### config.mk
export PLATFORM = sky130hd
export DESIGN_NAME = punter_block_receiver_core
export DESIGN_NICKNAME = d
export VERILOG_FILES = /design/src/rtl/core/pbr_pkg.sv /design/src/rtl/core/pbr_front.sv /design/src/rtl/core/pbr_queue.sv /design/src/rtl/core/pbr_back.sv /design/src/rtl/core/punter_block_receiver_core.sv
export SDC_FILE = /design/constraint.sdc
export NUM_CORES = 1
export LEC_CHECK = 0
export ABC_AREA = 1
export BUFFER_PORTS_ARGS = -buffer_cell sky130_fd_sc_hd__buf_2
export CORE_ASPECT_RATIO = 0.6
export CORE_MARGIN = 4
export CORE_UTILIZATION = 60
export DETAILED_ROUTE_END_ITERATION = 16
export GPL_TIMING_DRIVEN = 0
export PLACE_DENSITY_LB_ADDON = 0.25
export SKIP_LAST_GASP = 1
export SLEW_MARGIN = 20
export SYNTH_ARGS = -nofsm -noshare
export SYNTH_HDL_FRONTEND = slang
export SYNTH_HIERARCHICAL = 1
export SYNTH_SLANG_ARGS = --single-unit
### constraint.sdc
create_clock -name clk_i -period 7.58 [get_ports clk_i]
set_clock_uncertainty 0.2 [all_clocks]
set_input_delay 1.137 -clock clk_i [delete_from_list [all_inputs] [get_ports clk_i]]
set_output_delay 1.137 -clock clk_i [all_outputs]
set_load 0.05 [all_outputs]
### src/rtl/core/pbr_pkg.sv
// ----------------------------------------------------------------------------
// pbr_pkg
// Shared types and constants of the block receiver: request and result
// payloads, the classified operation passed from front to back, and the
// characters used for lost-sync and cancel detection.
// ----------------------------------------------------------------------------
package pbr_pkg;

  // Input kind codes
  localparam logic [1:0] KIND_BEGIN   = 2'd0;
  localparam logic [1:0] KIND_BYTE    = 2'd1;
  localparam logic [1:0] KIND_TIMEOUT = 2'd2;

  // Block length bounds and header geometry
  localparam logic [7:0] MIN_BLOCK_LEN = 8'd7;
  localparam int unsigned HDR_DEPTH    = 8;
  localparam int unsigned HDR_IDX_W    = $clog2(HDR_DEPTH);
  localparam logic [7:0] SUM_START     = 8'd4;
  localparam logic [7:0] ACK_COUNT     = 8'd3;
  localparam logic [7:0] SYNC_COUNT    = 8'd7;
  localparam logic [7:0] PAYLOAD_START = 8'd7;
  localparam logic [7:0] SHORT_LEN     = 8'd8;
  localparam logic [7:0] FINAL_HI_BYTE = 8'hff;

  // Queue between front and back
  localparam int unsigned QUEUE_DEPTH = 2;
  localparam int unsigned QUEUE_PTR_W = $clog2(QUEUE_DEPTH);
  localparam int unsigned QUEUE_CNT_W = $clog2(QUEUE_DEPTH + 1);

  // Characters
  localparam logic [7:0] CHR_A     = 8'h41;
  localparam logic [7:0] CHR_B     = 8'h42;
  localparam logic [7:0] CHR_C     = 8'h43;
  localparam logic [7:0] CHR_K     = 8'h4b;
  localparam logic [7:0] CHR_S     = 8'h53;
  localparam logic [7:0] CHR_SLASH = 8'h2f;

  // Lost-sync windows, header bytes 7 down to 2
  localparam logic [47:0] SYNC_ACKACK = {CHR_K, CHR_C, CHR_A, CHR_K, CHR_C, CHR_A};
  localparam logic [47:0] SYNC_CKACKA = {CHR_A, CHR_K, CHR_C, CHR_A, CHR_K, CHR_C};
  localparam logic [47:0] SYNC_KACKAC = {CHR_C, CHR_A, CHR_K, CHR_C, CHR_A, CHR_K};

  typedef enum logic [2:0] {
    ST_BUSY          = 3'd0,
    ST_PAYLOAD       = 3'd1,
    ST_GOOD          = 3'd2,
    ST_BAD_SUM       = 3'd3,
    ST_RESYNC        = 3'd4,
    ST_LATE_ACK      = 3'd5,
    ST_REMOTE_CANCEL = 3'd6,
    ST_TIMEOUT       = 3'd7
  } pbr_status_e;

  typedef enum logic [1:0] {
    OP_BEGIN   = 2'd0,
    OP_BYTE    = 2'd1,
    OP_TIMEOUT = 2'd2,
    OP_IGNORE  = 2'd3
  } pbr_op_e;

  typedef struct packed {
    logic [1:0] kind;
    logic [7:0] block_length;
    logic [7:0] rx_byte;
  } pbr_in_t;

  typedef struct packed {
    pbr_status_e status;
    logic        data_valid;
    logic [7:0]  data_byte;
    logic [7:0]  next_size;
    logic [15:0] block_number;
    logic [7:0]  file_type;
    logic        final_block;
  } pbr_out_t;

  // Classified request held in the queue
  typedef struct packed {
    pbr_op_e    op;
    logic [7:0] length;
    logic [7:0] data;
  } pbr_req_t;

  // Queue head as seen by the back end
  typedef struct packed {
    logic     valid;
    pbr_req_t req;
  } pbr_head_t;

endpackage

### src/rtl/core/pbr_front.sv
// ----------------------------------------------------------------------------
// pbr_front
// Classifies an incoming request by kind and clamps the block length of a
// begin request to the supported range.
// ----------------------------------------------------------------------------
module pbr_front import pbr_pkg::*; #(
  parameter int MAX_BLOCK_LEN = 255
) (
  input  pbr_in_t  in_data_i,
  output pbr_req_t req_o
);

  localparam logic [7:0] MaxLen = 8'(MAX_BLOCK_LEN);

  // Decode the kind into an operation
  always_comb begin
    case (in_data_i.kind)
      KIND_BEGIN:   req_o.op = OP_BEGIN;
      KIND_BYTE:    req_o.op = OP_BYTE;
      KIND_TIMEOUT: req_o.op = OP_TIMEOUT;
      default:      req_o.op = OP_IGNORE;
    endcase
  end

  // Clamp the length into the supported range
  always_comb begin
    if (in_data_i.block_length < MIN_BLOCK_LEN) begin
      req_o.length = MIN_BLOCK_LEN;
    end else if (in_data_i.block_length > MaxLen) begin
      req_o.length = MaxLen;
    end else begin
      req_o.length = in_data_i.block_length;
    end
  end

  assign req_o.data = in_data_i.rx_byte;

endmodule

### src/rtl/core/pbr_queue.sv
// ----------------------------------------------------------------------------
// pbr_queue
// Two-entry queue decoupling the front classifier from the back end.
// ----------------------------------------------------------------------------
module pbr_queue import pbr_pkg::*; (
  input  logic      clk_i,
  input  logic      rst_ni,
  input  logic      push_i,
  input  pbr_req_t  req_i,
  output logic      full_o,
  output pbr_head_t head_o,
  input  logic      pop_i
);

  pbr_req_t                 mem_q [QUEUE_DEPTH];
  logic [QUEUE_PTR_W-1:0]   wr_ptr_q, wr_ptr_d;
  logic [QUEUE_PTR_W-1:0]   rd_ptr_q, rd_ptr_d;
  logic [QUEUE_CNT_W-1:0]   count_q, count_d;

  assign full_o     = (count_q == QUEUE_CNT_W'(QUEUE_DEPTH));
  assign head_o.valid = (count_q != '0);
  assign head_o.req = mem_q[rd_ptr_q];

  // Advance pointers and occupancy
  always_comb begin
    wr_ptr_d = wr_ptr_q;
    rd_ptr_d = rd_ptr_q;
    count_d  = count_q;
    if (push_i) begin
      wr_ptr_d = (wr_ptr_q == QUEUE_PTR_W'(QUEUE_DEPTH - 1)) ? '0 : wr_ptr_q + 1'b1;
    end
    if (pop_i) begin
      rd_ptr_d = (rd_ptr_q == QUEUE_PTR_W'(QUEUE_DEPTH - 1)) ? '0 : rd_ptr_q + 1'b1;
    end
    if (push_i && !pop_i) begin
      count_d = count_q + 1'b1;
    end else if (pop_i && !push_i) begin
      count_d = count_q - 1'b1;
    end
  end

  always_ff @(posedge clk_i or negedge rst_ni) begin
    if (!rst_ni) begin
      wr_ptr_q <= '0;
      rd_ptr_q <= '0;
      count_q  <= '0;
    end else begin
      wr_ptr_q <= wr_ptr_d;
      rd_ptr_q <= rd_ptr_d;
      count_q  <= count_d;
    end
  end

  // Store the request
  always_ff @(posedge clk_i) begin
    if (push_i) begin
      mem_q[wr_ptr_q] <= req_i;
    end
  end

endmodule

### src/rtl/core/pbr_back.sv
// ----------------------------------------------------------------------------
// pbr_back
// Executes classified requests against the block state: header capture,
// checksum and rotate-XOR code, lost-sync detection and the verdict, and
// holds the result in an output register.
// ----------------------------------------------------------------------------
module pbr_back import pbr_pkg::*; (
  input  logic      clk_i,
  input  logic      rst_ni,
  input  pbr_head_t head_i,
  output logic      pop_o,
  output logic      out_valid_o,
  input  logic      out_stall_i,
  output pbr_out_t  out_data_o
);

  logic [7:0]  hdr_q [HDR_DEPTH];
  logic [7:0]  hdr_d [HDR_DEPTH];
  logic [7:0]  hdr_w [HDR_DEPTH];
  logic [7:0]  cnt_q, cnt_d;
  logic [7:0]  exp_q, exp_d;
  logic [15:0] sum_q, sum_d;
  logic [15:0] code_q, code_d;
  logic        out_valid_q, out_valid_d;
  pbr_out_t    out_q;
  pbr_out_t    rsp;

  logic        active;
  logic [7:0]  cnt_inc;
  logic [15:0] sum_new;
  logic [15:0] code_x;
  logic [15:0] code_new;
  logic [47:0] sync_win;
  logic        ack_hit;
  logic        sync_hit;
  logic        cancel_hit;
  logic [15:0] blk_num;
  pbr_req_t    req;

  assign req      = head_i.req;
  assign pop_o    = head_i.valid && (!out_valid_q || !out_stall_i);
  assign active   = (cnt_q < exp_q);
  assign cnt_inc  = cnt_q + 8'd1;
  assign sum_new  = sum_q + {8'd0, req.data};
  assign code_x   = code_q ^ {8'd0, req.data};
  assign code_new = {code_x[14:0], code_x[15]};

  // Write the incoming byte into its header slot
  always_comb begin
    hdr_w = hdr_q;
    if (cnt_q < 8'(HDR_DEPTH)) begin
      hdr_w[cnt_q[HDR_IDX_W-1:0]] = req.data;
    end
  end

  assign sync_win = {hdr_w[7], hdr_w[6], hdr_w[5], hdr_w[4], hdr_w[3], hdr_w[2]};
  assign ack_hit  = (cnt_q == ACK_COUNT) && (hdr_q[0] == CHR_A) &&
                    (hdr_q[1] == CHR_C) && (hdr_q[2] == CHR_K);
  assign sync_hit = (cnt_q == SYNC_COUNT) &&
                    ((sync_win == SYNC_ACKACK) || (sync_win == SYNC_CKACKA) ||
                     (sync_win == SYNC_KACKAC));
  assign cancel_hit = (cnt_q == ACK_COUNT) && (hdr_q[0] == CHR_S) &&
                      (hdr_q[1] == CHR_SLASH) && (hdr_q[2] == CHR_B);
  assign blk_num  = {hdr_w[6], hdr_w[5]};

  // Execute the request at the queue head
  always_comb begin
    hdr_d  = hdr_q;
    cnt_d  = cnt_q;
    exp_d  = exp_q;
    sum_d  = sum_q;
    code_d = code_q;
    rsp    = '0;
    rsp.status = ST_BUSY;
    case (req.op)
      OP_BEGIN: begin
        exp_d  = req.length;
        cnt_d  = '0;
        sum_d  = '0;
        code_d = '0;
      end
      OP_TIMEOUT: begin
        if (active) begin
          rsp.status = cancel_hit ? ST_REMOTE_CANCEL : ST_TIMEOUT;
          cnt_d      = exp_q;
        end
      end
      OP_BYTE: begin
        if (active) begin
          hdr_d = hdr_w;
          cnt_d = cnt_inc;
          if (cnt_q >= SUM_START) begin
            sum_d  = sum_new;
            code_d = code_new;
          end
          if (ack_hit) begin
            if (req.data == CHR_A) begin
              cnt_d      = '0;
              sum_d      = '0;
              code_d     = '0;
              rsp.status = ST_RESYNC;
            end else begin
              hdr_d[0]   = req.data;
              cnt_d      = 8'd1;
              rsp.status = ST_LATE_ACK;
            end
          end else if (sync_hit) begin
            cnt_d      = '0;
            sum_d      = '0;
            code_d     = '0;
            rsp.status = ST_RESYNC;
          end else begin
            // Pass payload bytes through
            if ((cnt_q >= PAYLOAD_START) && (exp_q > SHORT_LEN)) begin
              rsp.status     = ST_PAYLOAD;
              rsp.data_valid = 1'b1;
              rsp.data_byte  = req.data;
            end
            // Give the verdict on the last byte
            if (cnt_inc == exp_q) begin
              rsp.status = (({hdr_w[1], hdr_w[0]} == sum_new) &&
                            ({hdr_w[3], hdr_w[2]} == code_new)) ? ST_GOOD : ST_BAD_SUM;
              rsp.next_size    = hdr_w[4];
              rsp.block_number = blk_num;
              rsp.file_type    = (exp_q == SHORT_LEN) ? hdr_w[7] : 8'd0;
              rsp.final_block  = (blk_num[15:8] == FINAL_HI_BYTE) ||
                                 (hdr_w[4] < MIN_BLOCK_LEN);
            end
          end
        end
      end
      default: ;
    endcase
  end

  // Hold the result while the receiver stalls
  assign out_valid_d = pop_o ? 1'b1 : (out_valid_q && out_stall_i);

  always_ff @(posedge clk_i or negedge rst_ni) begin
    if (!rst_ni) begin
      for (int i = 0; i < HDR_DEPTH; i++) begin
        hdr_q[i] <= '0;
      end
      cnt_q       <= '0;
      exp_q       <= MIN_BLOCK_LEN;
      sum_q       <= '0;
      code_q      <= '0;
      out_valid_q <= 1'b0;
    end else begin
      out_valid_q <= out_valid_d;
      if (pop_o) begin
        hdr_q  <= hdr_d;
        cnt_q  <= cnt_d;
        exp_q  <= exp_d;
        sum_q  <= sum_d;
        code_q <= code_d;
      end
    end
  end

  always_ff @(posedge clk_i) begin
    if (pop_o) begin
      out_q <= rsp;
    end
  end

  assign out_valid_o = out_valid_q;
  assign out_data_o  = out_q;

endmodule

### src/rtl/core/punter_block_receiver_core.sv
// ----------------------------------------------------------------------------
// punter_block_receiver_core
// Block receiver for a punter-style framed transfer.
// ----------------------------------------------------------------------------
// Input channel (in_valid_i / in_stall_o / in_data_i) carries begin, byte and
// timeout requests; each accepted request yields exactly one result on the
// output channel (out_valid_o / out_stall_i / out_data_o), in order.
// A begin request arms the receiver for one block; byte requests build the
// header, update the additive sum and rotate-XOR code, pass payload bytes
// through and give the verdict on the last byte.
// An accepted request is classified by the front and registered into the
// queue, then executed by the back end into the output register.
// Throughput: one request per cycle while out_stall_i is low, set by the
// single back-end state update per cycle.
// The two-entry queue between front and back takes further requests while a
// result waits; in_stall_o rises only when the queue is full, which with
// back-to-back requests happens as soon as out_stall_i holds a result.
// Reset empties the queue and output register, clears the header and checks
// and arms a seven-byte block.
// ----------------------------------------------------------------------------
module punter_block_receiver_core import pbr_pkg::*; #(
  parameter int MAX_BLOCK_LEN = 255
) (
  input  logic     clk_i,
  input  logic     rst_ni,
  input  logic     in_valid_i,
  output logic     in_stall_o,
  input  pbr_in_t  in_data_i,
  output logic     out_valid_o,
  input  logic     out_stall_i,
  output pbr_out_t out_data_o
);

  pbr_req_t  front_req;
  pbr_head_t head;
  logic      queue_full;
  logic      pop;

  assign in_stall_o = queue_full;

  // Classify the incoming request
  pbr_front #(
    .MAX_BLOCK_LEN(MAX_BLOCK_LEN)
  ) u_front (
    .in_data_i(in_data_i),
    .req_o    (front_req)
  );

  // Decouple front and back
  pbr_queue u_queue (
    .clk_i (clk_i),
    .rst_ni(rst_ni),
    .push_i(in_valid_i && !queue_full),
    .req_i (front_req),
    .full_o(queue_full),
    .head_o(head),
    .pop_i (pop)
  );

  // Execute against the block state
  pbr_back u_back (
    .clk_i      (clk_i),
    .rst_ni     (rst_ni),
    .head_i     (head),
    .pop_o      (pop),
    .out_valid_o(out_valid_o),
    .out_stall_i(out_stall_i),
    .out_data_o (out_data_o)
  );

endmodule

# Yosys cells after proc, flatten, opt, wreduce, memory -nomap -nowiden
# Memory sizes are Yosys's and may differ from the RTL's.
# Cells that the tools add are included.
dict set report totals {
  ff_bits 162
  n_memories 1
  out_inout_bits 47
  in_bits 22
  ram_bits 36
}
dict set report classes {
  n_mux 48
  eq_ne 24
  n_bitwise 7
  reduce_logical 38
  n_addsub 6
  magnitude_cmp 10
}
# name depth word_bits read_ports rd_ports_with_merged_regs wr line
set memory_table {}
lappend memory_table {u_queue.mem_q 2 18 1 0 1 pbr_queue.sv:15} ;# pbr_req_t mem_q [QUEUE_DEPTH];
# op count
set op_table {}
lappend op_table {{16-bit 2-to-1 mux} 10}
lappend op_table {{48-bit by 47-bit == test with 1-bit output, second input constant} 3}
lappend op_table {{42-bit 2-to-1 mux} 2}
lappend op_table {{8-bit 2-to-1 mux} 10}
lappend op_table {{64-bit bitwise mux} 1}
lappend op_table {{64-bit 2-to-1 mux} 1}
lappend op_table {{16-bit one-hot mux with 2 select lines} 2}
lappend op_table {{8-bit by 7-bit == test with 1-bit output, second input constant} 6}
lappend op_table {{45-bit 2-to-1 mux} 1}
lappend op_table {{33-bit 2-to-1 mux} 1}
lappend op_table {{16-bit == test} 2}
lappend op_table {{8-bit demux with 3-bit select} 1}
lappend op_table {{8-bit one-hot mux with 3 select lines} 1}
lappend op_table {{16-bit by 8-bit adder with 16-bit output} 1}
lappend op_table {{8-bit by 3-bit greater-or-equal comparator with 1-bit output, second input constant} 2}
lappend op_table {{8-bit by 3-bit < comparator with 1-bit output, second input constant} 2}
lappend op_table {{16-bit by 8-bit XOR with 16-bit output} 1}
lappend op_table {{1-bit logical AND} 15}
lappend op_table {{3-bit 2-to-1 mux} 4}
lappend op_table {{10-bit 2-to-1 mux} 1}
lappend op_table {{5-bit OR reduction} 2}
lappend op_table {{1-bit 2-to-1 mux} 9}
lappend op_table {{8-bit by 1-bit adder with 8-bit output, second input constant} 1}
lappend op_table {{8-bit by 2-bit == test with 1-bit output, second input constant} 1}
lappend op_table {{other kinds (32)} 53}

# Longest topological paths before layout
# Gate-level depths: netlist of the first run.
dict set report depth {
  ltp_word 15
  mapped_depth 23
  ltp_nobuf 22
}

# Hierarchy
# The synthesis of the first run kept the hierarchy.
# module area_per_inst_um2 instances cells_per_inst
set by_module_without_submodules {}
lappend by_module_without_submodules {pbr_back 10563.9 1 1562}
lappend by_module_without_submodules {pbr_queue 1555.2 1 81}
lappend by_module_without_submodules {pbr_front 125.1 1 25}
lappend by_module_without_submodules {punter_block_receiver_core 10.0 1 2}

# Least setup slack after synthesis of the first run
# No wires, ideal clock.
dict set report synth_path {
  kind {input port to flip-flop}
  startpoint {input out_stall_i}
  endpoint {register u_back.exp_q[7]}
  setup_slack_ns 4.320
  t_arrival_ns 2.927
  n_path_buf 1
  setup_time_ns 0.133
  cell_stages 7
  cell_sequence {nand2_1 -> nand2_1 -> inv_1 -> nand2_1 -> clkbuf_1 -> nor2_1 -> a21oi_1}
}
dict set report synth_between {
  elab_chain_cells 4
}
# element line
set synth_lines {}
lappend synth_lines {{from (decl)} punter_block_receiver_core.sv:30} ;# input logic out_stall_i,
lappend synth_lines {{1-bit zero test} pbr_back.sv:41} ;# assign pop_o = head_i.valid && (!out_valid_q || !out_stall_i);
lappend synth_lines {{1-bit logical OR} pbr_back.sv:41}
lappend synth_lines {{1-bit logical AND} pbr_back.sv:41}
lappend synth_lines {{named net pop} punter_block_receiver_core.sv:37} ;# logic pop;
lappend synth_lines {{2-bit AND reduction (no line)} --}
lappend synth_lines {{to (signal assigned)} pbr_back.sv:154} ;# exp_q <= exp_d;
lappend synth_lines {{to (decl)} pbr_back.sv:21} ;# logic [7:0] exp_q, exp_d;
# The timed path passes the listed nets, and every way through them passes these cells.
# A chain may end at the register's enable or synchronous reset.

# Final worst setup path of the first run
dict set report layout_path {
  startpoint {register u_back.cnt_q[0]}
  endpoint {register u_back/hdr_q[10] in the netlist's numbering}
}
dict set report layout_between {
  elab_chain_cells 7
  elab_cells_between_ends 11
  classes_between {order compare (4); mux (4); bitwise (1); reduce/logical (2)}
}
# element line
set layout_lines {}
lappend layout_lines {{from (decl)} pbr_back.sv:20} ;# logic [7:0] cnt_q, cnt_d;
lappend layout_lines {{from (signal assigned)} pbr_back.sv:153} ;# cnt_q <= cnt_d;
lappend layout_lines {{3-bit NOT with 4-bit output (not written as such)} pbr_back.sv:52} ;# hdr_w[cnt_q[HDR_IDX_W-1:0]] = req.data;
lappend layout_lines {{4-bit greater-or-equal comparator (not written as such) / 4-bit by 1-bit < comparator with 1-bit output (equally long branches)} pbr_back.sv:52}
lappend layout_lines {{1-bit logical AND (not written as such)} pbr_back.sv:52}
lappend layout_lines {{8-bit 2-to-1 mux (not written as such)} pbr_back.sv:52}
lappend layout_lines {{8-bit demux with 3-bit select} pbr_back.sv:52}
lappend layout_lines {{64-bit bitwise mux} pbr_back.sv:52}
lappend layout_lines {{64-bit 2-to-1 mux} pbr_back.sv:51} ;# if (cnt_q < 8'(HDR_DEPTH)) begin
lappend layout_lines {{to (signal assigned)} pbr_back.sv:152} ;# hdr_q <= hdr_d;
lappend layout_lines {{to (decl)} pbr_back.sv:17} ;# logic [7:0] hdr_q [HDR_DEPTH];
# Parallel ways exist; a longest one is shown, timed or not.

==> run metrics, run 1 <==
Die Width 193 um; Max Slew Vio Count 0; CTS buffer count 17; CP max stage cell nor2_1; post-synthesis sequential area ratio 0.438; CP Capture Type flip-flop; Clock Tree Buf Depth 2; Avg Cell Area, Syn between 7 and 8 um^2; GRT Overall Usage 0.345; status complete, no violations; Clock Sinks a little under 200; Achievable Freq 227 MHz; final setup violation count 0; Reg clk slew, reported paths approximately 0.07 ns; Post-synth top flop dfrtp_1; Data arrival, critical path 4.49 ns; Resized cells post-CTS 0; Initial DRC Count 1967; Critical Path RT 7.66 ns; layout cells sized above 1 0.105; worst-margin pin slew about 1.0 ns; Detailed Routing Iterations Pass 1 9; routed length per placed instance 19.1 um; Final Hold Vio Count 0; Post-CTS Hold Buffers 0; Routed WL 38900 um; Final Util 0.679; async set or reset register ratio after synthesis 0.591; highest-count cells in the layout ignoring fill and taps nand2_1 (614), inv_1 (182), nor2_1 (134), o21ai_0 (133), nand3_1 (124); H-tree depth 4; Skew-Pair Late Insertion Delay approximately 0.45 ns; HPWL after DPL 28400 um; Critical Path Stages 16; Syn-to-layout area delta 11.0%; Mapped Nets 1715; post-route minimum period about 4.4 ns; CP dominant cell by count inv_1; row count 40; die height about 120 um; hold depth 2; Gate Count Post-Synth 1670; Buffers on Ports 58; die area approximately 23000 um^2; Setup Crit Path Kind flip-flop to flip-flop; flip-flop and latch count after synthesis 198; Yosys cell types 46; max_slew headroom 0.329; CP cell instances inv_1, buf_2, ha_1, inv_1, a21oi_1, o21ai_0, nand4_1, nand2_1, a21oi_1, o21ai_1, nor2_1, inv_1, clkbuf_1, clkbuf_1, nand2_1, o21ai_0; Post-synth EDFFs 81; Top Family by Delay on Critical Path buffers and inverters; DR vias between 10000 and 15000; Worst Setup Start Kind flip-flop; Worst Hold Class flip-flop to flip-flop; register area 5360 um^2; Post-layout nets 1795; commonest non-fill, non-tap cell in the layout nand2_1; Max Cap Viol 0; CTS tree built; worst r2r path cells 16; yosys warns 6; RSZ-0062 raised after global routing no; final worst path period share 0.582; setup TNS 0 ns; Core ar. about 20000 um^2; largest net degree at the start of global routing 65; area of the multi-input gates 5750 um^2; Overflow after GRT 0; number of antenna violations at the first check in global routing 0; DRC 0; antenna violation net count after detailed routing 0; I/O Pins 69; number of global-route vias before repair 11000; number of diodes 0; Setup Fix Bufs, Post-CTS 0; Root Buffer clkbuf_16; CP Max Fanout 11; Syn Std Cell Area 12300 um^2; vias per inst 5.92; number of fill cells roughly 1700; Buf/Inv on CP 6; initial core utilization 0.612; GP Congestion 1.08; first-pass GRT wire length 60700 um; largest stage delay on the critical path 0.79 ns
[state kept, by name (all words and copies together) (netlist names), 2 cells and up]
name               cells
u_back/cnt_q           8
u_back/hdr_q          64
u_back/exp_q           8
u_back/out_data_o     45
u_queue/count_q        2
u_queue/mem_q         36
u_back/code_q         16
u_back/sum_q          16
[metrics by stage]
stage                     setup slack (ns)  hold slack (ns)  cells  area (um^2)
after floorplan                       4.32            0.242   1670        12300
after global placement                3.53            0.257   2001        12900
after detailed placement              3.38            0.259   2004        13000
after CTS                             3.31            0.277   2036        13600
after global routing                  2.94            0.318   2036        13600
final                                 3.17            0.276   2036        13600
[worst paths after layout]
check                                   end             start  slack [ns]
setup reg to reg           u_back/hdr_q[10]   u_back/cnt_q[0]        3.17
hold / removal             u_back/hdr_q[39]  u_back/hdr_q[39]        0.28
hold reg to reg            u_back/hdr_q[39]  u_back/hdr_q[39]        0.28
setup / recovery           u_back/hdr_q[10]   u_back/cnt_q[0]        3.17
min in group asynchronous  u_queue/wr_ptr_q            rst_ni        0.44
max in group asynchronous  u_back/code_q[8]            rst_ni        5.97
[worst register-to-register path: stages (launching register included)]
cell	delay (ns)
dfrtp_1	0.43
inv_1	0.13
buf_2	0.28
ha_1	0.20
inv_1	0.04
a21oi_1	0.13
o21ai_0	0.11
nand4_1	0.08
nand2_1	0.10
a21oi_1	0.19
o21ai_1	0.35
nor2_1	0.79
inv_1	0.25
clkbuf_1	0.32
clkbuf_1	0.36
nand2_1	0.16
o21ai_0	0.14
[synth_stat cells (10+ instances only)]
| master | n | area share |
|---|---|---|
| nand2_1 | 614 | 0.19 |
| inv_1 | 183 | 0.056 |
| nor2_1 | 135 | 0.041 |
| o21ai_0 | 133 | 0.054 |
| nand3_1 | 124 | 0.051 |
| dfrtp_1 | 114 | 0.23 |
| edfxtp_1 | 81 | 0.20 |
| clkbuf_1 | 39 | 0.012 |
| a21oi_1 | 27 | 0.011 |
| nand4_1 | 23 | 0.012 |
| ha_1 | 22 | 0.022 |
| nor3_1 | 16 | 0.0065 |
| xor2_1 | 13 | 0.0093 |
| buf_4 | 11 | 0.0067 |
| buf_6 | 10 | 0.0092 |
| mux2_2 | 10 | 0.0092 |
| nor4_1 | 10 | 0.0051 |
| xnor2_1 | 10 | 0.0071 |
[per-layer routing]
metal  global-route usage  wire (um)  vias up
met5                    0          0        -
met4               0.0913        892        0
met3                0.118       6330       87
met2                0.475      15600      908
met1                0.517      16100     5534
li1                     -          -     5516
[kinds of logic after synthesis]
group / Yosys count / share of synthesized area
buffers and inverters: 262 / 0.0929
DFF: 198 / 0.438
AOI/OAI and AO/OA: 186 / 0.0806
muxes: 19 / 0.0202
xor gates and xnor gates: 23 / 0.0164
adders and majority gates: 23 / 0.0241
and+or+nand+nor: 959 / 0.328
[cell type report]
class,instances,area share
buffer,71,0.0310
clock buffer,21,0.0339
clock inverter,11,0.0138
inverter,191,0.0527
multi-input combinational,1210,0.423
sequential,198,0.394
tap,273,0.0251
timing repair buffer,61,0.0261
Power of run 1 is left out: the tool's default activity adds up to more than one toggle a clock period on the data nets, which glitch-free logic cannot reach.
==> run 2, diff against run 1 <==
- clock period: 7.58 -> 4.15 ns (I/O delays scaled with it)
==> run metrics, run 2 (synthesized netlist as in run 1, its figures left out) <==
CP Launch Point u_queue/rd_ptr_q; Buf/Inv on CP 3; vias per inst 5.98; Critical Path RT 4.23 ns; initial core utilization 0.612; Final Hold Vio Count 0; Detailed Routing Iterations Pass 1 7; worst r2r path cells 15; DR vias approximately 12000; Routed WL about 39000 um; max_slew headroom 0.338; GP Congestion 1.08; Setup Crit Path Kind flip-flop to flip-flop; Critical Path Stages 15; Overflow after GRT 0; Core ar. 20000 um^2; final worst path period share 0.960; CP Max Fanout 10; die height about 120 um; number of antenna violations at the first check in global routing 0; Root Buffer clkbuf_16; CP cell instances buf_6, mux2_2, clkbuf_1, inv_1, o21ai_1, nor2_1, nand2_1, nor2_1, nand2_1, nor2_1, nand2_1, nand2_1, nand2_2, nand4_2, nor2_1; Clock Sinks 198; commonest non-fill, non-tap cell in the layout nand2_1; CP Capture Type flip-flop; number of fill cells 1683; status complete, no violations; layout cells sized above 1 0.108; HPWL after DPL 28400 um; CP Capture Point u_back/out_data_o[39]; Max Cap Viol 0; CTS buffer count 17; largest stage delay on the critical path 0.75 ns; Post-layout nets 1793; largest net degree at the start of global routing 65; worst-margin pin slew 0.993 ns; register area 5360 um^2; Top Family by Delay on Critical Path buffers and inverters; RR Endpoint u_back/out_data_o[39]; H-tree depth 4; Final Util 0.680; row count 40; CTS tree built; antenna violation net count after detailed routing 0; Achievable Freq 251 MHz; first-pass GRT wire length 60700 um; number of diodes 0; worst r2r src u_queue/rd_ptr_q; Worst Hold Class primary input to flip-flop; Initial DRC Count 1867; Data arrival, critical path 4.06 ns; routed length per placed instance 19.2 um; die area 22800 um^2; number of global-route vias before repair 11000; Max Slew Vio Count 0; final setup violation count 0; DRC 0; Top reg by flops u_back/hdr_q; RSZ-0062 raised after global routing no; Skew-Pair Late Insertion Delay 0.45 ns; Syn-to-layout area delta 11.2%; Reg clk slew, reported paths 0.08 ns; max reg flops 64; CP max stage cell clkbuf_1; r2r setup slk 0.17 ns; highest-count cells in the layout ignoring fill and taps nand2_1 (614), inv_1 (181), nor2_1 (133), o21ai_0 (133), nand3_1 (124); GRT Overall Usage 0.345; Worst Setup Start Kind flip-flop; area of the multi-input gates between 5000 and 6000 um^2; Die Width 193 um; Clock Tree Buf Depth 2; I/O Pins 69; post-route minimum period 3.98 ns; Buffers on Ports between 50 and 60
==> run 2: worst reg2reg max path, stage by stage, from the launching register on <==
cell and delay (ns):
dfrtp_1 0.38, buf_6 0.16, mux2_2 0.28, clkbuf_1 0.75
inv_1 0.45, o21ai_1 0.28, nor2_1 0.07, nand2_1 0.09
nor2_1 0.09, nand2_1 0.09, nor2_1 0.05, nand2_1 0.06
nand2_1 0.12, nand2_2 0.17, nand4_2 0.30, nor2_1 0.28
==> run 2: cell type report <==
| type | instances | area share |
|---|---|---|
| Clock buffer | 21 | 0.0338 |
| Sequential cell | 198 | 0.394 |
| Buffer | 68 | 0.0303 |
| Inverter | 191 | 0.0529 |
| Multi-Input combinational cell | 1210 | 0.424 |
| Tap cell | 273 | 0.0251 |
| Clock inverter | 11 | 0.0138 |
| Timing Repair Buffer | 62 | 0.0268 |
==> run 2: worst min-delay path by stage <==
stage	startpoint	end	slack (ns)	depth (start not counted)
after global placement	u_queue/count_q[1]	u_queue/count_q[1]	0.26	2
after floorplan	rst_ni	u_back/cnt_q[0]	0.13	0
after detailed placement	u_back/hdr_q[32]	u_back/hdr_q[32]	0.26	2
final	in_data_i[2]	u_queue/mem_q[0][2]	0.15	1
after CTS	in_data_i[2]	u_queue/mem_q[0][2]	0.14	1
after global routing	in_data_i[2]	u_queue/mem_q[1][2]	0.14	1
==> run 2: what timing repair did <==
action	4_1_cts	5_1_grt
setup buffers	0	0
hold buffers	1	0
setup endpoints to repair	15	97
gates resized for setup	1	9
endpoints found under the hold margin	50	0
==> run 2: layer usage <==
metal  wire length, um  track usage
met5                 0            0
met3              6190        0.120
met2             15700        0.475
met4              1010       0.0935
met1             16200        0.515
==> run 2: through the flow <==
step	worst slack [ns]	hold slack (ns)	cells	setup TNS, ns	cell area, um^2
5_1_grt	0.0453	0.136	2034	0	13600
4_1_cts	0.0828	0.139	2037	0	13600
6_report	0.166	0.153	2034	0	13600
3_5_place_dp	-0.0536	0.259	2004	-0.0608	13000
2_1_floorplan	1.14	0.127	1670	0	12300
3_3_place_gp	0.100	0.257	2001	0	12900
Power of run 2 is left out for the same reason.
==> run 3, diff against run 2 <==
- PLACE_DENSITY_LB_ADDON: 0.25 -> 0.05
==> run metrics, run 3 (synthesized netlist as in run 1, its figures left out) <==
die height 119 um; I/O Pins 69; RSZ-0062 raised after global routing no; Top Family by Delay on Critical Path buffers and inverters; worst r2r src u_queue/rd_ptr_q; row count 40; Hold Crit Start in_data_i[6]; routed length per placed instance 19.9 um; largest stage delay on the critical path 0.84 ns; Worst Setup Start Kind flip-flop; Clock Sinks 198; first-pass GRT wire length 61500 um; Top Usage Layer GRT met1; CTS buffer count 17; GP Congestion ~1.1; Detailed Routing Iterations Pass 1 7; Buffers on Ports 58; Core ar. 20000 um^2; Buf/Inv on CP 5; max reg flops 64; highest-count cells in the layout ignoring fill and taps nand2_1 (614), inv_1 (180), nor2_1 (133), o21ai_0 (132), nand3_1 (124); Setup Crit Path Kind flip-flop to flip-flop; DR vias 12100; Worst Hold Class primary input to flip-flop; Final Hold Vio Count 0; Overflow after GRT 0; GRT Overall Usage 0.351; vias per inst 5.98; CP Launch Point u_queue/rd_ptr_q; r2r setup slk 0.11 ns; Root Buffer clkbuf_16; layout cells sized above 1 0.110; Max Cap Viol 0; met1 Use GR 0.550; commonest non-fill, non-tap cell in the layout nand2_1; number of diodes 0; Die Width 193 um; Skew-Pair Late Insertion Delay around 0.45 ns; Syn-to-layout area delta 11.0%; largest net degree at the start of global routing 75; CP Max Fanout 10; DRC 0; Achievable Freq between 200 and 250 MHz; Data arrival, critical path 4.11 ns; HPWL after DPL 29500 um; Max Slew Vio Count 0; met3 Use GR 0.0915; Routed WL 40400 um; worst-margin pin slew 1.14 ns; max_slew headroom 0.239; final worst path period share 0.974; status complete, no violations; Critical Path RT 4.22 ns; Top reg by flops u_back/hdr_q; number of global-route vias before repair 10900; die area 22800 um^2; H-tree depth 4; CP max stage cell clkbuf_1; setup TNS 0 ns; met2 usage 0.479; Post-layout nets 1791; CTS tree built; CP Capture Type flip-flop; Clock Tree Buf Depth 2; Reg clk slew, reported paths about 0.08 ns; initial core utilization 0.612; CP cell instances buf_6, mux2_2, clkbuf_1, inv_1, nand3_1, a21oi_1, nand3_1, inv_1, nand3_1, nand2_1, nand2_2, nand4_4, buf_8, nor3_2; CP dominant cell by count nand3_1; number of antenna violations at the first check in global routing 0; post-route minimum period 4.04 ns; Initial DRC Count 1898; antenna violation net count after detailed routing 0; final setup violation count 0
[run 3: worst reg2reg max path, cell delays in order (launching register included)]
cell,delay (ns)
dfrtp_1,0.38
buf_6,0.16
mux2_2,0.25
clkbuf_1,0.84
inv_1,0.45
nand3_1,0.27
a21oi_1,0.17
nand3_1,0.18
inv_1,0.06
nand3_1,0.06
nand2_1,0.11
nand2_2,0.16
nand4_4,0.19
buf_8,0.24
nor3_2,0.14
[run 3: stage by stage]
stage / util / instance area [um^2] / instances / setup WS, ns / hold slack, ns
after floorplan: - / 12300 / 1670 / 1.14 / 0.127
after global placement: 0.644 / 12900 / 2001 / 0.0955 / 0.259
after detailed placement: 0.647 / 13000 / 2004 / 0.0667 / 0.263
after CTS: 0.679 / 13600 / 2037 / 0.0297 / 0.138
after global routing: 0.679 / 13600 / 2032 / 0.0534 / 0.143
final: 0.679 / 13600 / 2032 / 0.109 / 0.160
[run 3: repair_timing]
item	4_1_cts	5_1_grt
pin swaps	0	0
setup buffers	0	0
setup endpoints to repair	1	87
hold buffers	1	0
hold endpoints to repair	41	0
resized for setup	1	10
[run 3: per-layer routing]
layer | routed length (um) | vias up
met5 | 0 | -
met4 | 737 | 0
met3 | 5850 | 73
met2 | 16200 | 908
met1 | 17600 | 5652
li1 | - | 5509
[run 3: path summary, 6_finish.rpt]
kind	end	cells after the start
min in group asynchronous	u_queue/wr_ptr_q	2
min reg2reg	u_back/hdr_q[39]	2
max in group asynchronous	u_back/sum_q[13]	3
max reg2reg	u_back/out_data_o[5]	14
max	u_back/out_data_o[5]	14
min	u_queue/mem_q[1][6]	1
[run 3: area by class of cell]
class	instances	area, um^2
Inverter	191	724
Multi-Input combinational cell	1210	5770
Fill cell	1730	6420
Clock buffer	17	425
Sequential cell	198	5360
Timing Repair Buffer	62	365
Clock inverter	15	206
Tap cell	273	342
Buffer	66	405
Power of run 3 is left out for the same reason.
